**src/rtl/qcg_fifo.sv**
```systemverilog
// small flop-based first-in first-out queue
// generic width and depth; no package dependencies
module qcg_fifo #(
  parameter int W     = 8,
  parameter int DEPTH = 2
) (
  input  logic         clk,
  input  logic         rst_n,
  input  logic         wr_en,
  input  logic [W-1:0] wr_data,
  output logic         full,
  input  logic         rd_en,
  output logic [W-1:0] rd_data,
  output logic         empty
);
  localparam int PW  = (DEPTH > 1) ? $clog2(DEPTH) : 1;
  localparam int CNW = $clog2(DEPTH + 1);

  logic [W-1:0]   mem_r [DEPTH];
  logic [PW-1:0]  wp_r, rp_r;
  logic [CNW-1:0] cnt_r;
  logic           wr, rd;

  assign full    = (cnt_r == CNW'(DEPTH));
  assign empty   = (cnt_r == '0);
  assign wr      = wr_en && !full;
  assign rd      = rd_en && !empty;
  assign rd_data = mem_r[rp_r];

  always_ff @(posedge clk) begin
    if (!rst_n) begin
      wp_r  <= '0;
      rp_r  <= '0;
      cnt_r <= '0;
    end else begin
      if (wr) begin
        wp_r <= (wp_r == PW'(DEPTH - 1)) ? '0 : wp_r + PW'(1);
      end
      if (rd) begin
        rp_r <= (rp_r == PW'(DEPTH - 1)) ? '0 : rp_r + PW'(1);
      end
      if (wr && !rd) begin
        cnt_r <= cnt_r + CNW'(1);
      end else if (rd && !wr) begin
        cnt_r <= cnt_r - CNW'(1);
      end
    end
  end

  always_ff @(posedge clk) begin
    if (wr) begin
      mem_r[wp_r] <= wr_data;
    end
  end

endmodule

```
**config.mk**
```make
export PLATFORM = sky130hd
export DESIGN_NAME = qcg_fifo
export DESIGN_NICKNAME = d
export VERILOG_FILES = /design/src/rtl/qcg_fifo.sv
export SDC_FILE = /design/constraint.sdc
export NUM_CORES = 1
export LEC_CHECK = 0
export ABC_AREA = 1
export ABC_CLOCK_PERIOD_IN_PS = 1200
export BUFFER_PORTS_ARGS = -buffer_cell sky130_fd_sc_hd__buf_2
export CAP_MARGIN = 20
export CORE_MARGIN = 4
export CORE_UTILIZATION = 44
export DETAILED_ROUTE_END_ITERATION = 7
export PLACE_DENSITY = 0.71
export RECOVER_POWER = 100
export SYNTH_ARGS = -nofsm -noshare
export SYNTH_HDL_FRONTEND = slang
export SYNTH_SLANG_ARGS = --single-unit
```
**constraint.sdc**
```tcl
create_clock -name clk -period 1.2 [get_ports clk]
set_input_delay 0.24 -clock clk [delete_from_list [all_inputs] [get_ports clk]]
set_output_delay 0.24 -clock clk [all_outputs]
set_load 0.05 [all_outputs]
```
==> results_dict.tcl, run 1 <==
set metrics [dict create \
    status "finished, violations left" \
    violations "setup timing" \
    drt_pre_antenna_iters 4 \
    worst_slew_pin_slew_ns 0.1592 \
    syn_nets 76 \
    overflow 0 \
    startpoint_type "flop" \
    synth_top_family_by_area "multiplexers" \
    final-setup-viol-count 12 \
    cp_data_required_time_ns 0.96 \
    layout_commonest_cell "edfxtp_1" \
    syn_inst 63 \
    hold_viol_final 0 \
    ir_drop_mv 1.441 \
    coreArea_sq_um 1745 \
    routed_via_density 4.587 \
    grt_first_pass_wirelength_microns 2891 \
    grt_use_total_pct 15.45 \
    clock.fmax_mhz 669.3 \
    synth_area_leaders "edfxtp_1 58%, dfxtp_1 12%, mux2_2 11%" \
    clk_latency_ns 0.29 \
    slew_violations 0 \
    cts_buffer_depth 2 \
    yosysTopAreaCell "edfxtp_1" \
    ant_nets 0 \
    synth_xor_area_share_pct 0 \
    min_period_ns 1.494 \
    rows 15 \
    mappedNetlistArea_sq_um 823.3 \
    io_buffers 21 \
    synth_cell_types 15 \
    routedWlPerCell_microns 14.81 \
    drc_errors 0 \
    numCtsBuffers 3 \
    die_h_microns 51.26 \
    fill_cells 131 \
    yosysTopAreaCellShare_pct 58.36 \
    final_cell_mix "16 x edfxtp_1, 9 x buf_2" \
    hp-class "in2reg" \
    synthAdderAreaFrac_pct 1.520 \
    via_count 578 \
    synth_compound_area_share_pct 2.888 \
    leakage_uw 0.0005437 \
    initial_core_util_pct 47.17 \
    synth_seq_cells 21 \
    clk_pin_slew_ns 0.11 \
    layout-drive-gt1-share_pct 64.36 \
    die_area_sq_um 2627 \
    htreeDepth 1 \
    powerDensity_nw_per_um2 2429 \
    drtIter0Drc 9 \
    grt_pass1_vias 670 \
    yosys_warnings 0 \
    cp_max_fo 4 \
    fin_nets 115 \
    critical_path_arrival_ns 1.25 \
    synth.mux.area_fraction_pct 10.94 \
    total_power_uw 3109 \
    grt_max_degree 13 \
    seq_area_frac_synth_pct 70.52 \
    max-cap-violations 0 \
    num_antenna_cells 0 \
    ios 22 \
    antenna_found_initial 0 \
    syn2layout_area_growth_pct 55.47 \
    holdWs_ns 0.1279 \
    finalWorstSetupSlack_ns -0.2942 \
    fin_skew_ns 0.003584 \
    syn_area_per_cell_sq_um 13.07 \
    rsz0062_at_grt "yes" \
    critPathKind "reg2out" \
    hpwl_microns 1257 \
    slew_headroom_pct 89.35 \
    fin_crit_sh_pct 124.5 \
    cp-end-kind "primary output" \
    routed_wl_microns 1866 \
    synth-simple-area-share_pct 9.422 \
    cts-root-buf "clkbuf_4" \
    cts_sinks 21 \
    die_w_microns 51.26 \
    gp_congestion 0.7005 \
    cts_tree "done" \
]
[cell families (layout without fill, tap and decap cells)]
family | after synthesis | in the layout
fa+ha+maj | 1 | 1
simple gates | 19 | 19
compound gates | 4 | 4
buf+inv | 10 | 48
mux | 8 | 8
flops | 21 | 21
[synth_stat cells]
cell type / instances
edfxtp_1: 16
nand3_1: 1
o21ai_0: 2
nor2_2: 1
mux2_2: 8
nor2_1: 10
inv_1: 8
o21ai_2: 1
dfxtp_1: 5
nand4_1: 1
buf_2: 1
a21oi_1: 1
inv_2: 1
nand2_1: 6
ha_1: 1
[sequential cells by signal, summed over array words and instances (netlist names), named ones only]
| name | flops |
|---|---|
| cnt_r | 2 |
| mem_r | 16 |
| rp_r | 1 |
| wp_r | 1 |
[layout make-up]
type | count | area (sq um) | share of cell area, %
sequential | 21 | 585.6 | 45.75
timing repair buffer | 35 | 322.8 | 25.22
multi-input combinational | 32 | 279.0 | 21.80
inverter | 9 | 33.78 | 2.639
tap | 25 | 31.28 | 2.444
clock buffer | 3 | 22.52 | 1.760
clock inverter | 1 | 5.005 | 0.3910
[critical path, stage by stage, from the launching register on]
cell	delay, ns
dfxtp_2	0.37
buf_6	0.13
mux2_4	0.31
buf_8	0.15
[worst paths after layout]
kind / slack, ns / cells past startpoint / start / endpoint
setup / recovery: -0.29 / 3 / flop / rd_data[4]
hold / removal: 0.13 / 1 / wr_data[4] / mem_r[0][4]$_DFFE_PP_
setup reg to reg: -0.18 / 8 / cnt_r[1]$_SDFFE_PN0P_ / cnt_r[0]$_SDFFE_PN0P_
hold reg to reg: 0.51 / 2 / rp_r$_SDFFE_PN0P_ / flop
[where the power goes]
part	switching (uW)	internal (uW)
clock	202	124
sequential	76.4	939
combinational	942	826
[metrics by stage]
step	utilization (%)	area (sq um)	TNS, ns	setup slack (ns)	instances
final	73.33	1280	-2.888	-0.2942	126
after global routing	73.33	1280	-3.815	-0.3515	126
after CTS	72.62	1267	-2.587	-0.2972	125
after detailed placement	60.65	1059	-0.6094	-0.1473	118
after global placement	60.65	1059	-0.1897	-0.05360	118
after floorplan	-	852.1	-0.4469	-0.1537	63
[metal layers]
layer,GRT usage (%),vias to the layer above,share of wire [%],wire length (microns)
li1,-,291,-,-
met3,4.956,4,4.3,80
met2,32.83,15,59,1105
met1,13.72,268,35,655
met4,2.620,0,1.3,24
met5,0,-,0,0
[repair_timing]
action	CTS	global route
pin swaps	3	6
gates resized for setup	50	7
setup endpoints to repair	12	12
hold buffers	0	0
setup buffers	3	1
(Power assumes the default switching activity.)
==> run 2, diff against run 1 <==
- ABC_AREA: 1 -> unset
==> run 2 against run 1 <==
First-iteration DRC count down 67%. Via count fell by 7.8%. Largest power group unchanged. The flow still finishes with violations (setup timing). Maximum frequency barely moved.
==> results_dict.tcl, run 2 <==
set metrics [dict create \
    async_reset_ff_share_pct 0 \
    mappedNetlistArea_sq_um 809.5 \
    comb_power_share_pct 57.6 \
    critical_path_arrival_ns 1.25 \
    synth-simple-area-share_pct 6.801 \
    reg.largest.list "mem_r x16, cnt_r x2" \
    synth_xor_area_share_pct 3.246 \
    die_h_microns 50.90 \
    hpwl_microns 928.7 \
    grt_use_total_pct 14.88 \
    p_sw_uw 1235 \
    final_cell_mix "16 x edfxtp_1, 10 x buf_8, 8 x mux2_4, 8 x buf_6, 6 x buf_2" \
    synth.mux.area_fraction_pct 11.13 \
    synth_top_family_by_area "multiplexers" \
    syn_inst 50 \
    final-setup-viol-count 28 \
    sw_frac_of_total_pct 37.82 \
    antenna_found_initial 0 \
    power_frac_seq_pct 32.5 \
    routed_wl_microns 1794 \
    coreArea_sq_um 1727 \
    fin_nets 102 \
    die_area_sq_um 2590 \
    syn_area_per_cell_sq_um 16.19 \
    synth_area_leaders "edfxtp_1 59%, dfxtp_1 12%, mux2_2 11%" \
    grt_max_degree 13 \
    rsz0062_at_grt "yes" \
    worst_slew_pin_slew_ns 0.1840 \
    drt_pre_antenna_iters 4 \
    hp-class "in2reg" \
    routedWlPerCell_microns 15.88 \
    cp_data_required_time_ns 0.96 \
    status "finished, violations left" \
    via_count 533 \
    synth_common_cells "16 x edfxtp_1, 8 x mux2_2, 5 x dfxtp_1" \
    fin_crit_sh_pct 124.5 \
    syn2layout_area_growth_pct 60.28 \
    power_frac_clock_pct 10.0 \
    clock.fmax_mhz 669.3 \
    cts_tree "done" \
    layout_commonest_cell "edfxtp_1" \
    slew_headroom_pct 87.64 \
    yosys_warnings 0 \
    finalWorstSetupSlack_ns -0.2942 \
    total_power_uw 3265 \
    internal_power_uw 2031 \
    ant_nets 0 \
    synthAdderAreaFrac_pct 1.546 \
    clk_latency_ns 0.29 \
    grt_first_pass_wirelength_microns 2746 \
    drc_errors 0 \
    overflow 0 \
    cts-root-buf "clkbuf_4" \
    powerDensity_nw_per_um2 2517 \
    cts_sinks 21 \
    dp_slack_ns -0.2182 \
    synth_cell_types 20 \
    slew_violations 0 \
    startpoint_type "flop" \
    synth_edf_count 16 \
    routed_via_density 4.717 \
    yosysTopAreaCell "edfxtp_1" \
    syn_nets 63 \
    numCtsBuffers 3 \
    placed_cells 106 \
    ir_drop_mv 1.661 \
    initial_core_util_pct 46.88 \
    cp_max_fo 4 \
    largest_register_ffs 16 \
    ios 22 \
    rows 15 \
    min_period_ns 1.494 \
    seq_area_frac_synth_pct 71.72 \
    gp_congestion 0.6838 \
    critPathKind "reg2out" \
    synthFlopType "edfxtp_1" \
    cp-end-kind "primary output" \
    drtIter0Drc 3 \
    yosysTopAreaCellShare_pct 59.35 \
    leakage_uw 0.0005192 \
    num_antenna_cells 0 \
    synth_most_common_cell "edfxtp_1" \
    layout-drive-gt1-share_pct 61.36 \
    cts_buffer_depth 2 \
    grt_pass1_vias 584 \
    io_buffers 21 \
    htreeDepth 1 \
    synth_compound_area_share_pct 4.019 \
    clk_pin_slew_ns 0.11 \
    holdWs_ns 0.1255 \
    violations "setup timing" \
    fin_skew_ns 0.002464 \
    synth_seq_cells 21 \
    die_w_microns 50.90 \
    regMostFlops "mem_r" \
    final_cells 113 \
    hold_viol_final 0 \
    max-cap-violations 0 \
]
[run 2: stage by stage]
| stage | setup TNS [ns] | util (%) | area (sq um) |
|---|---|---|---|
| after global routing | -6.511 | 75.14 | 1297 |
| final | -5.115 | 75.14 | 1297 |
| after floorplan | -1.466 | - | 845.8 |
| after global placement | -1.237 | 62.10 | 1072 |
| after CTS | -4.153 | 74.35 | 1284 |
| after detailed placement | -1.372 | 62.10 | 1072 |
[run 2: power groups by stage]
stage                     Sequential (uW)  Combinational [uW]  Clock, uW
after floorplan                      1000                 918          0
after global placement               1010                1270          0
after detailed placement             1010                1290          0
final                                1060                1880        326
after global routing                 1070                1970        371
after CTS                            1030                1800        343
[run 2: final timing paths]
path                    startpoint               endpoint  slack [ns]  cells after the start
max                           flop             rd_data[7]       -0.29                      3
max reg2reg  cnt_r[0]$_SDFFE_PN0P_  cnt_r[1]$_SDFFE_PN0P_       -0.23                      6
min reg2reg  cnt_r[1]$_SDFFE_PN0P_  cnt_r[1]$_SDFFE_PN0P_        0.56                      2
min                     wr_data[6]  mem_r[0][6]$_DFFE_PP_        0.13                      1
[run 2: cell type report]
| class | count | area [sq um] |
|---|---|---|
| fillers | 124 | 429.2 |
| flip-flops and latches | 21 | 589.3 |
| well taps | 25 | 31.28 |
| clock buffers | 3 | 22.52 |
| repair buffers | 35 | 334.1 |
| inverters | 2 | 15.01 |
| multi-input cells | 26 | 300.3 |
| clock inverters | 1 | 5.005 |
[run 2: cells by family after synthesis]
| family | count (synthesis) |
|---|---|
| adder cells (fa/ha/maj) | 1 |
| multiplexers | 8 |
| flip-flops | 21 |
| AO/OA/AOI/OAI | 5 |
| buffers and inverters | 3 |
| XOR/XNOR | 3 |
| AND/OR/NAND/NOR | 9 |
[run 2: per-layer routing]
| metal | track usage, % | vias to the layer above | wire [microns] |
|---|---|---|---|
| met5 | 0 | - | 0 |
| met4 | 4.036 | 0 | 8 |
| met3 | 3.207 | 2 | 66 |
| met2 | 28.04 | 16 | 1037 |
| met1 | 16.76 | 257 | 681 |
| li1 | - | 258 | - |
[run 2: critical path: stages, from the launching register on]
cell and delay (ns):
dfxtp_2 0.36, buf_6 0.13, mux2_4 0.32, buf_8 0.15
[run 2: what timing repair did]
item	CTS	global route
setup buffers	3	3
hold buffers	0	0
resized for setup	52	7
pin swaps	4	4
setup endpoints to repair	29	29
